$ cat src/sv/umpq_pkg.sv
// Shared types and codes for the unordered max priority queue.
// Depends on nothing; every other file uses it by scoped names.
package umpq_pkg;

  localparam int DataW = 32;

  localparam logic REQ_ENQ = 1'b0;
  localparam logic REQ_DEQ = 1'b1;

  localparam logic [1:0] ST_OK    = 2'd0;
  localparam logic [1:0] ST_FULL  = 2'd1;
  localparam logic [1:0] ST_EMPTY = 2'd2;

  typedef enum logic [5:0] {
    S_IDLE      = 6'b000001,
    S_SCAN      = 6'b000010,
    S_SCAN_WAIT = 6'b000100,
    S_PICK      = 6'b001000,
    S_SHIFT     = 6'b010000,
    S_FINISH    = 6'b100000
  } state_e;

  typedef struct packed {
    logic valid;
    logic first;
  } scan_ctrl_t;

endpackage

$ cat src/sv/umpq_ram.sv
// Entry store: one write port, one read port, registered read data.
// Depends on umpq_pkg for the data width.
module umpq_ram #(
  parameter int DEPTH = 16,
  parameter int AW    = 4
) (
  input  logic                              clk_i,
  input  logic                              wr_en_i,
  input  logic [AW-1:0]                     wr_addr_i,
  input  logic signed [umpq_pkg::DataW-1:0] wr_data_i,
  input  logic                              rd_en_i,
  input  logic [AW-1:0]                     rd_addr_i,
  output logic signed [umpq_pkg::DataW-1:0] rd_data_o
);

  logic signed [umpq_pkg::DataW-1:0] mem_q [DEPTH];
  logic signed [umpq_pkg::DataW-1:0] rd_data_q;

  always_ff @(posedge clk_i) begin
    if (wr_en_i) begin
      mem_q[wr_addr_i] <= wr_data_i;
    end
    if (rd_en_i) begin
      rd_data_q <= mem_q[rd_addr_i];
    end
  end

  assign rd_data_o = rd_data_q;

endmodule

$ cat src/sv/umpq_maxscan.sv
// Running maximum over a stream of entries read from the store.
// Strict compare keeps the oldest entry on ties. Depends on umpq_pkg.
module umpq_maxscan #(
  parameter int AW = 4
) (
  input  logic                              clk_i,
  input  umpq_pkg::scan_ctrl_t              ctrl_i,
  input  logic [AW-1:0]                     idx_i,
  input  logic signed [umpq_pkg::DataW-1:0] data_i,
  output logic [AW-1:0]                     best_idx_o,
  output logic signed [umpq_pkg::DataW-1:0] best_val_o
);

  logic [AW-1:0]                     best_idx_q;
  logic signed [umpq_pkg::DataW-1:0] best_val_q;

  always_ff @(posedge clk_i) begin
    if (ctrl_i.valid && (ctrl_i.first || (data_i > best_val_q))) begin
      best_idx_q <= idx_i;
      best_val_q <= data_i;
    end
  end

  assign best_idx_o = best_idx_q;
  assign best_val_o = best_val_q;

endmodule

$ cat src/sv/unordered_max_priority_queue.sv
// Top level of the unordered max priority queue: control, count and results.
// Depends on umpq_pkg, umpq_ram and umpq_maxscan.
//
// Use: a request is taken at a rising edge with start_i high and busy_o low.
// req_type_i selects enqueue of value_i or dequeue of the largest entry
// (oldest one on ties). Each request gives one result, shown for one cycle
// with done_o high: status_o, removed_value_o, count_o, oldest_value_o and
// newest_value_o. The receiver has no way to stall; results are not held.
// An enqueue, a full enqueue and an empty dequeue give their result in the
// cycle after the transfer and keep busy_o low. A dequeue of one of n entries
// keeps busy_o high while one pass of n reads finds the maximum and a second
// pass moves the later entries down by one, both through the single read port
// of the entry store; its result shows in the same cycle as busy_o falls.
// Reset empties the queue; entry contents are not cleared and are never read
// before being written.
module unordered_max_priority_queue #(
  parameter  int DEPTH = 16,
  localparam int AW    = (DEPTH > 1) ? $clog2(DEPTH) : 1,
  localparam int CW    = $clog2(DEPTH + 1)
) (
  input  logic                              clk_i,
  input  logic                              rst_ni,
  input  logic                              start_i,
  output logic                              busy_o,
  input  logic                              req_type_i,
  input  logic signed [umpq_pkg::DataW-1:0] value_i,
  output logic                              done_o,
  output logic [1:0]                        status_o,
  output logic signed [umpq_pkg::DataW-1:0] removed_value_o,
  output logic [CW-1:0]                     count_o,
  output logic signed [umpq_pkg::DataW-1:0] oldest_value_o,
  output logic signed [umpq_pkg::DataW-1:0] newest_value_o
);

  localparam int DW = umpq_pkg::DataW;

  umpq_pkg::state_e state_q, state_d;

  logic [CW-1:0]        cnt_q, cnt_d, ptr_q, ptr_d, cnt_m1;
  logic signed [DW-1:0] oldest_q, oldest_d, newest_q, newest_d;
  logic signed [DW-1:0] removed_q, removed_d;
  logic [1:0]           status_q, status_d;
  logic                 done_q, done_d;

  logic                 rd_en, rd_shift, rdv_q, rshift_q;
  logic [AW-1:0]        rd_addr, ridx_q;
  logic signed [DW-1:0] rd_data;
  logic                 wr_en;
  logic [AW-1:0]        wr_addr;
  logic signed [DW-1:0] wr_data;

  logic signed [DW-1:0] second_q, penult_q;
  logic [AW-1:0]        best_idx;
  logic signed [DW-1:0] best_val;
  umpq_pkg::scan_ctrl_t scan_ctrl;

  assign cnt_m1 = cnt_q - 1'b1;
  assign busy_o = (state_q != umpq_pkg::S_IDLE);

  assign scan_ctrl.valid = rdv_q && !rshift_q;
  assign scan_ctrl.first = (ridx_q == '0);

  umpq_ram #(.DEPTH(DEPTH), .AW(AW)) u_ram (
    .clk_i     (clk_i),
    .wr_en_i   (wr_en),
    .wr_addr_i (wr_addr),
    .wr_data_i (wr_data),
    .rd_en_i   (rd_en),
    .rd_addr_i (rd_addr),
    .rd_data_o (rd_data)
  );

  umpq_maxscan #(.AW(AW)) u_scan (
    .clk_i      (clk_i),
    .ctrl_i     (scan_ctrl),
    .idx_i      (ridx_q),
    .data_i     (rd_data),
    .best_idx_o (best_idx),
    .best_val_o (best_val)
  );

  always_comb begin
    state_d   = state_q;
    ptr_d     = ptr_q;
    cnt_d     = cnt_q;
    oldest_d  = oldest_q;
    newest_d  = newest_q;
    status_d  = status_q;
    removed_d = removed_q;
    done_d    = 1'b0;
    rd_en     = 1'b0;
    rd_shift  = 1'b0;
    rd_addr   = ptr_q[AW-1:0];
    wr_en     = 1'b0;
    wr_addr   = cnt_q[AW-1:0];
    wr_data   = value_i;

    case (state_q)
      umpq_pkg::S_IDLE: begin
        if (start_i) begin
          if (req_type_i == umpq_pkg::REQ_ENQ) begin
            removed_d = '0;
            done_d    = 1'b1;
            if (cnt_q == CW'(DEPTH)) begin
              status_d = umpq_pkg::ST_FULL;
            end else begin
              status_d = umpq_pkg::ST_OK;
              wr_en    = 1'b1;
              cnt_d    = cnt_q + 1'b1;
              newest_d = value_i;
              if (cnt_q == '0) begin
                oldest_d = value_i;
              end
            end
          end else if (cnt_q == '0) begin
            status_d  = umpq_pkg::ST_EMPTY;
            removed_d = '0;
            done_d    = 1'b1;
          end else begin
            ptr_d   = '0;
            state_d = umpq_pkg::S_SCAN;
          end
        end
      end
      umpq_pkg::S_SCAN: begin
        rd_en = 1'b1;
        if (ptr_q == cnt_m1) begin
          state_d = umpq_pkg::S_SCAN_WAIT;
        end else begin
          ptr_d = ptr_q + 1'b1;
        end
      end
      umpq_pkg::S_SCAN_WAIT: begin
        state_d = umpq_pkg::S_PICK;
      end
      umpq_pkg::S_PICK: begin
        ptr_d     = CW'(best_idx) + 1'b1;
        removed_d = best_val;
        state_d   = umpq_pkg::S_SHIFT;
      end
      umpq_pkg::S_SHIFT: begin
        if (ptr_q < cnt_q) begin
          rd_en    = 1'b1;
          rd_shift = 1'b1;
          ptr_d    = ptr_q + 1'b1;
        end else begin
          state_d = umpq_pkg::S_FINISH;
        end
      end
      umpq_pkg::S_FINISH: begin
        cnt_d    = cnt_m1;
        status_d = umpq_pkg::ST_OK;
        done_d   = 1'b1;
        state_d  = umpq_pkg::S_IDLE;
        if (cnt_m1 == '0) begin
          oldest_d = '0;
          newest_d = '0;
        end else begin
          if (best_idx == '0) begin
            oldest_d = second_q;
          end
          if (CW'(best_idx) == cnt_m1) begin
            newest_d = penult_q;
          end
        end
      end
      default: begin
        state_d = umpq_pkg::S_IDLE;
      end
    endcase

    // shift pass: entry i+1 read last cycle is written to entry i
    if (rdv_q && rshift_q) begin
      wr_en   = 1'b1;
      wr_addr = ridx_q - 1'b1;
      wr_data = rd_data;
    end
  end

  always_ff @(posedge clk_i or negedge rst_ni) begin
    if (!rst_ni) begin
      state_q  <= umpq_pkg::S_IDLE;
      cnt_q    <= '0;
      ptr_q    <= '0;
      done_q   <= 1'b0;
      rdv_q    <= 1'b0;
      rshift_q <= 1'b0;
      oldest_q <= '0;
      newest_q <= '0;
    end else begin
      state_q  <= state_d;
      cnt_q    <= cnt_d;
      ptr_q    <= ptr_d;
      done_q   <= done_d;
      rdv_q    <= rd_en;
      rshift_q <= rd_shift;
      oldest_q <= oldest_d;
      newest_q <= newest_d;
    end
  end

  always_ff @(posedge clk_i) begin
    status_q  <= status_d;
    removed_q <= removed_d;
    ridx_q    <= rd_addr;
    if (rdv_q && !rshift_q) begin
      if (ridx_q == AW'(1)) begin
        second_q <= rd_data;
      end
      if (CW'(ridx_q) == (cnt_q - CW'(2))) begin
        penult_q <= rd_data;
      end
    end
  end

  assign done_o          = done_q;
  assign status_o        = status_q;
  assign removed_value_o = removed_q;
  assign count_o         = cnt_q;
  assign oldest_value_o  = oldest_q;
  assign newest_value_o  = newest_q;

`ifndef SYNTH
  a_cnt_bound : assert property (@(posedge clk_i) disable iff (!rst_ni)
    cnt_q <= CW'(DEPTH))
    else $error("stored count above depth");

  a_done_idle : assert property (@(posedge clk_i) disable iff (!rst_ni)
    done_o |-> (state_q == umpq_pkg::S_IDLE))
    else $error("result shown while a dequeue is in flight");

  a_pick_drained : assert property (@(posedge clk_i) disable iff (!rst_ni)
    (state_q == umpq_pkg::S_PICK) |-> !rdv_q)
    else $error("scan read still pending at pick");

  a_deq_count : assert property (@(posedge clk_i) disable iff (!rst_ni)
    (state_q == umpq_pkg::S_FINISH) |=> (done_o && (cnt_q == $past(cnt_m1))))
    else $error("dequeue did not remove exactly one entry");
`endif

endmodule
$ cat config.mk
export PLATFORM = sky130hd
export DESIGN_NAME = unordered_max_priority_queue
export DESIGN_NICKNAME = d
export VERILOG_FILES = /design/src/sv/umpq_pkg.sv /design/src/sv/umpq_ram.sv /design/src/sv/umpq_maxscan.sv /design/src/sv/unordered_max_priority_queue.sv
export SDC_FILE = /design/constraint.sdc
export NUM_CORES = 1
export LEC_CHECK = 0
export ABC_AREA = 1
export ABC_CLOCK_PERIOD_IN_PS = 4500
export BUFFER_PORTS_ARGS = -buffer_cell sky130_fd_sc_hd__clkbuf_2
export CORE_MARGIN = 4
export CORE_UTILIZATION = 55
export CTS_BUF_LIST = sky130_fd_sc_hd__clkbuf_4 sky130_fd_sc_hd__clkbuf_8
export CTS_CLUSTER_DIAMETER = 120
export DETAILED_ROUTE_END_ITERATION = 8
export HOLD_SLACK_MARGIN = 0.1
export PLACE_DENSITY = 0.77
export SLEW_MARGIN = 20
export SYNTH_ARGS = -nofsm -noshare
export SYNTH_HDL_FRONTEND = slang
export SYNTH_SLANG_ARGS = --single-unit
$ cat constraint.sdc
create_clock -name clk_i -period 4.5 [get_ports clk_i]
set_input_delay 0.675 -clock clk_i [delete_from_list [all_inputs] [get_ports clk_i]]
set_output_delay 0.675 -clock clk_i [all_outputs]
set_load 0.01 [all_outputs]
==> results of run 1 <==
area by class of cell:
class                   instances  share of cell area [%]
clock buffers                 155                    5.48
clock inverters                55                    1.15
inverters                     151                    1.60
multi-input cells            1429                    22.2
flip-flops and latches        765                    63.4
well taps                     756                    2.66
repair buffers                185                    3.50
cell usage in the layout, fill, tap and decap left out, drive strengths merged, types with 14 or more instances in the layout:
cell type  count
a21oi         15
buf           45
clkbuf       294
clkinv        46
dfrtp         82
edfxtp       678
ha            48
inv          149
mux2i        109
nand2        494
nand3        103
nor2         316
o211ai        14
o21ai        151
o221ai       109
o32ai         14
tightest hold or removal path, stage by stage:
cell and delay [ps]:
clkbuf_2 90, nand3_1 90, o31ai_1 80
how the worst max path moves through the flow:
| stage | to | slack, ps | from | cells after the start |
|---|---|---|---|---|
| after floorplan | penult_q[0] | 650 | count_o[1] | 5 |
| after global placement | u_scan.best_val_o[26] | 1330 | u_ram.rd_data_o[31] | 11 |
| after detailed placement | newest_value_o[6] | 1200 | count_o[0] | 10 |
| after CTS | newest_value_o[17] | 1170 | count_o[0] | 10 |
| after global routing | u_ram.mem_q[12][26] | 1070 | count_o[0] | 8 |
| final | u_ram.mem_q[12][26] | 1210 | count_o[0] | 8 |
layer usage:
layer	up-vias	GRT usage [%]	part of all wire [%]
met4	0	7.73	2.5
met5	-	0	0
met1	9808	31.8	39
met2	1020	38.9	48
met3	136	5.00	9.8
li1	9183	-	-
power groups by stage:
stage / clock [mW] / sequential [mW] / combinational [mW]
after floorplan: 0 / 9.11 / 2.89
after global placement: 0 / 9.10 / 4.44
after detailed placement: 0 / 9.13 / 4.55
after CTS: 5.78 / 8.99 / 4.59
after global routing: 6.13 / 9.06 / 5.07
final: 5.69 / 9.00 / 4.62
metrics by stage:
step                std cells  utilization (%)
floorplan                2478                -
global route             3496             62.8
global placement         3285             58.7
finish                   3496             62.8
detailed placement       3285             58.7
CTS                      3496             62.8
registers in the layout, summed over array words and instances (netlist names):
signal,cells
u_scan.best_val_o,32
u_ram.mem_q,512
removed_value_o,32
second_q,32
status_o,2
penult_q,32
rdv_q,1
u_ram.rd_data_o,32
state_q,6
count_o,5
ptr_q,5
u_scan.best_idx_o,4
newest_value_o,32
oldest_value_o,32
rshift_q,1
ridx_q,4
done_o,1
cell families after synthesis:
| logic type | count (synthesis) | synth area share (%) |
|---|---|---|
| simple gates | 936 | 11.9 |
| flops | 765 | 71.7 |
| compound gates | 318 | 6.76 |
| buf+inv | 284 | 3.67 |
| mux | 109 | 3.48 |
| fa+ha+maj | 48 | 1.91 |
| xor+xnor | 18 | 0.526 |
==> results_dict.tcl, run 1 <==
set metrics [dict create \
    clock_latency_ps 710 \
    place_area_sq_um 33100 \
    multi_input_area_sq_um 7870 \
    syn_avg_cell_area_sq_um 12.7 \
    totalWireLength_mm 72.7 \
    vias 20100 \
    r2r-end "u_ram.mem_q[12][26]" \
    cts_max_level 3 \
    initial_utilization_pct 55.6 \
    wl_per_cell_um 20.8 \
    async_flop_share_pct 10.8 \
    drive_gt1_share_pct 14.9 \
    drcViolationCount 0 \
    intPower_mw 13.2 \
    first_pass_iters 6 \
    status "finished, final reports clean" \
    relSlewSlack_pct 34.1 \
    synthesis.area_sq_um 31400 \
    synth_top_cell_area_share_pct 64.9 \
    synth.most_common_cell "edfxtp_1" \
    p_total_mw 19.3 \
    p_clk_share_pct 29.5 \
    postCtsResizedCells 0 \
    grt_usage_pct 23.6 \
    area_delta_synth_final_pct 13.1 \
    cp_max_fo 20 \
    final_area_sq_um 35500 \
    cts_tree "done" \
    fillers 4020 \
    drv_cap 0 \
    p_switching_mw 6.16 \
    reg2reg_depth 8 \
    fin_crit_ps 3290 \
    crit_chain "inv_1 > ha_1 > nand3_1 > nand3_1 > nand2_1 > nand3_1 > nor2_4 > buf_4" \
    fin_hold_ws_ps 270 \
    cts_buffer_depth 3 \
    ys_seq_area_share_pct 71.7 \
    fmax_ghz 0.304 \
    synth_largest_area_cell "edfxtp_1" \
    skew_ps 28.2 \
    cpPeakStageDelay_ps 750 \
    cpMostUsedCell "nand3_1" \
    syn_inst 2478 \
    globalplace.congestion 0.930 \
    rsz0062_at_grt "no" \
    grt_antenna_before_repair 1 \
    powerDensity_nw_per_um2 544 \
    drt_iter0_drc 2073 \
    layout.nets 2728 \
    ff2ff_setup_slack_ps 1210 \
    grt_pass1_vias 19800 \
    post_cts_buffers 0 \
    core_sq_um 56500 \
    die_height_um 247 \
    port_buffers 140 \
    hold_start "start_i" \
    fin_ws_ps 1210 \
    viasPerCell 5.76 \
    cts-root-buf "clkbuf_8" \
    dp_slack_ps 1200 \
    clkSinkCount 765 \
    worstHoldPathCells 3 \
    grt_start_max_net_pins 174 \
    ys_ff_latch 765 \
    seq_area_sq_um 22500 \
    clk_pin_slew_ps 70 \
    num_rows 87 \
    dpl.hpwl_mm 45.5 \
    worst_pin_slew_ps 988 \
    synth_area_leaders "edfxtp_1 (65%), dfrtp_1 (6.5%), nand2_1 (5.9%), nor2_1 (3.7%), mux2i_1 (3.5%)" \
    p_comb_share_pct 23.9 \
    synth_cell_type_count 44 \
    seqPwrFrac_pct 46.6 \
    crit_family "simple AND/OR/NAND/NOR gates" \
    synth_edf_count 678 \
    crit_buf_inv 2 \
    synth_warnings 0 \
    die_area_sq_um 60900 \
    synthTopCellsByCount "edfxtp_1 (678), nand2_1 (493), nor2_1 (312), o21ai_0 (149), inv_1 (145)" \
    cts_hold_buf 1 \
    ir_worst_vdd_mv 0.322 \
    die_w_um 247 \
    cp.required_ps 4900 \
    cp_data_arrival_time_ps 3690 \
    worst_setup_path_end_kind "flop" \
    grt_overflow 0 \
    antenna_left 0 \
    fin_crit_sh_pct 73.1 \
    r2r-start "count_o[0]" \
    hold_viol 0 \
    startpoint_type "flop" \
    cts_buffers 112 \
    ioPinCount 141 \
    whs_endpoint "state_q[1]" \
    grt_pass1_wl_mm 112 \
    slew_violations 0 \
    hold_class "primary input to flop" \
    slowest_stage "nor2_4" \
    n_antenna_cell 0 \
    fin_setup_tns_ps 0 \
    ys.flop_type "edfxtp_1" \
    p_leak_nw 13.3 \
    worstSetupPathType "flop to flop" \
    setup_viol 0 \
    syn-num-nets 2562 \
    switching_share_pct 31.9 \
]
Note: power is estimated with default switching activity, not from simulation.
==> inputs of run 2 (changes only) <==
--- a/config.mk
+++ b/config.mk
@@ -6,7 +6,7 @@
 export NUM_CORES = 1
 export LEC_CHECK = 0
 export ABC_AREA = 1
-export ABC_CLOCK_PERIOD_IN_PS = 4500
+export ABC_CLOCK_PERIOD_IN_PS = 2700
 export BUFFER_PORTS_ARGS = -buffer_cell sky130_fd_sc_hd__clkbuf_2
 export CORE_MARGIN = 4
 export CORE_UTILIZATION = 55
@@ -14,7 +14,7 @@
 export CTS_CLUSTER_DIAMETER = 120
 export DETAILED_ROUTE_END_ITERATION = 8
 export HOLD_SLACK_MARGIN = 0.1
-export PLACE_DENSITY = 0.77
+export PLACE_DENSITY = 0.8
 export SLEW_MARGIN = 20
 export SYNTH_ARGS = -nofsm -noshare
 export SYNTH_HDL_FRONTEND = slang
==> constraint.sdc (replaced) <==
create_clock -name clk_i -period 2.7 [get_ports clk_i]
set_input_delay 0.405 -clock clk_i [delete_from_list [all_inputs] [get_ports clk_i]]
set_output_delay 0.405 -clock clk_i [all_outputs]
set_load 0.01 [all_outputs]
==> run 2 against run 1 <==
Net effect: final cell count grew 1.3%; utilization grew 0.89 points; clock skew hardly changed; sequential share of layout area fell by 0.89 points; worst setup slack got worse by 1100 ps; maximum frequency increased by 28%; die area unchanged; wire length grew 2.3%; critical path type unchanged; largest cell class unchanged.
==> results_dict.tcl, run 2 (synthesis results as in run 1) <==
set metrics [dict create \
    cts_buffers 109 \
    reg2reg_depth 11 \
    drv_cap 0 \
    grt_usage_pct 24.2 \
    clkSinkCount 765 \
    num_rows 87 \
    worstHoldPathCells 5 \
    area_delta_synth_final_pct 14.7 \
    hold_class "primary input to flop" \
    cts_max_level 3 \
    status "finished, final reports clean" \
    clock_latency_ps 700 \
    fmax_ghz 0.388 \
    cpMostUsedCell "nand2_1" \
    cts_tree "done" \
    cp_max_fo 28 \
    totalWireLength_mm 74.3 \
    grt_overflow 0 \
    core_sq_um 56500 \
    die_area_sq_um 60900 \
    hold_viol 0 \
    p_total_mw 31.7 \
    antenna_left 0 \
    slew_violations 0 \
    crit_chain "ha_1 > a21oi_1 > nor2_1 > nor2_1 > nand2_1 > nand2_1 > nand3_1 > nand2_1 > nand3_1 > a21oi_4 > buf_12" \
    die_w_um 247 \
    vias 20700 \
    fin_crit_ps 2580 \
    p_leak_nw 13.6 \
    top_register "u_ram.mem_q" \
    initial_utilization_pct 55.6 \
    worstSetupPathType "flop to flop" \
    wl_per_cell_um 21.0 \
    slowest_stage "edfxtp_1" \
    fin_crit_sh_pct 95.6 \
    cpPeakStageDelay_ps 480 \
    setup_viol 0 \
    largest_reg_flops 512 \
    clk_pin_slew_ps 70 \
    rsz0062_at_grt "no" \
    dpl.hpwl_mm 44.7 \
    cp.required_ps 3080 \
    grt_pass1_vias 20200 \
    port_buffers 140 \
    grt_start_max_net_pins 218 \
    powerDensity_nw_per_um2 882 \
    first_pass_iters 6 \
    n_antenna_cell 0 \
    grt_pass1_wl_mm 114 \
    die_height_um 247 \
    skew_ps 28.2 \
    drive_gt1_share_pct 15.6 \
    cts-root-buf "clkbuf_8" \
    viasPerCell 5.84 \
    startpoint_type "flop" \
    globalplace.congestion 0.890 \
    layout.nets 2792 \
    relSlewSlack_pct 38.9 \
    grt_antenna_before_repair 1 \
    drt_iter0_drc 2036 \
    ioPinCount 141 \
    worst_pin_slew_ps 917 \
    mostFrequentLayoutCells "edfxtp_1 (678), nand2_1 (492), nor2_1 (294), o21ai_0 (149), inv_1 (144)" \
    worst_setup_path_end_kind "flop" \
    ir_worst_vdd_mv 0.714 \
    fin_hold_ws_ps 161 \
    mostFrequentLayoutCell "edfxtp_1" \
    drcViolationCount 0 \
    cts_buffer_depth 3 \
    cp_data_arrival_time_ps 2960 \
]
-- run 2: changes by cell type in the layout (fill, tap and decap cells not counted), moves of 5 or more --
| cell | before | now |
|---|---|---|
| dlygate4sd3_1 | 1 | 31 |
| buf_4 | 29 | 50 |
| clkbuf_4 | 30 | 48 |
| buf_12 | 16 | 32 |
| clkinv_2 | 19 | 7 |
| clkbuf_8 | 125 | 116 |
| clkinv_1 | 27 | 18 |
| bufinv_16 | 6 | 0 |
| clkinvlp_4 | 5 | 0 |
-- run 2: what timing repair did --
item | 4_1_cts | 5_1_grt
endpoints found under the setup margin | 28 | 36
endpoints found under the hold margin | 83 | 0
buffers inserted | 0 | 1
hold buffers | 31 | 0
resized for setup | 1 | 2
-- run 2: cell type report --
cell class                 instances  area (sq um)
clock buffer                     164          1960
clock inverter                    24           104
fill                            3839         20500
inverter                         151           569
multi-input combinational       1429          7890
sequential                       765         22500
tap                              756           946
timing repair buffer             252          2020
-- run 2: path summary, 6_finish.rpt --
path,startpoint,end,slack (ps)
max,u_ram.rd_data_o[5],u_scan.best_val_o[20],120
max in group asynchronous,rst_ni,state_q[0],1710
min,value_i[26],newest_value_o[26],160
max reg2reg,u_ram.rd_data_o[5],u_scan.best_val_o[20],120
min in group asynchronous,rst_ni,oldest_value_o[6],210
min reg2reg,newest_value_o[31],newest_value_o[31],480
-- run 2: routing by layer --
layer  track usage, %  vias to the layer above  routed length, um  share of wire [%]
li1                 -                     9295                  -                  -
met4             8.68                        0               2070                2.8
met3             4.67                      161               7710                 10
met2             40.0                     1117              36300                 49
met5                0                        -                  0                  0
met1             32.4                    10100              28300                 38
-- run 2: power by group --
part | leakage [nW] | switching [mW] | internal, mW | total (mW)
sequential | 7.14 | 0.556 | 14.2 | 14.8
combinational | 5.31 | 5.62 | 2.69 | 8.31
clock | 1.11 | 4.08 | 4.58 | 8.66
total | 13.6 | 10.3 | 21.5 | 31.7
-- run 2: stage by stage --
stage	cells	cell area, sq um	setup WS, ps	util (%)	TNS, ps
final	3541	36000	119	63.7	0
after global routing	3541	36000	21.8	63.7	0
after detailed placement	3321	33600	-47.7	59.5	-1260
after global placement	3321	33600	67.9	59.5	0
after floorplan	2478	31400	-492	-	-250670
after CTS	3540	36000	41.4	63.7	0
-- run 2: worst max-delay path: cells and delay by family, from the launching register on --
kind	cells	cell delay, ps
AO/OA/AOI/OAI	2	390
flip-flops	1	480
adder cells (fa/ha/maj)	1	340
AND/OR/NAND/NOR	7	810
buffers and inverters	1	220
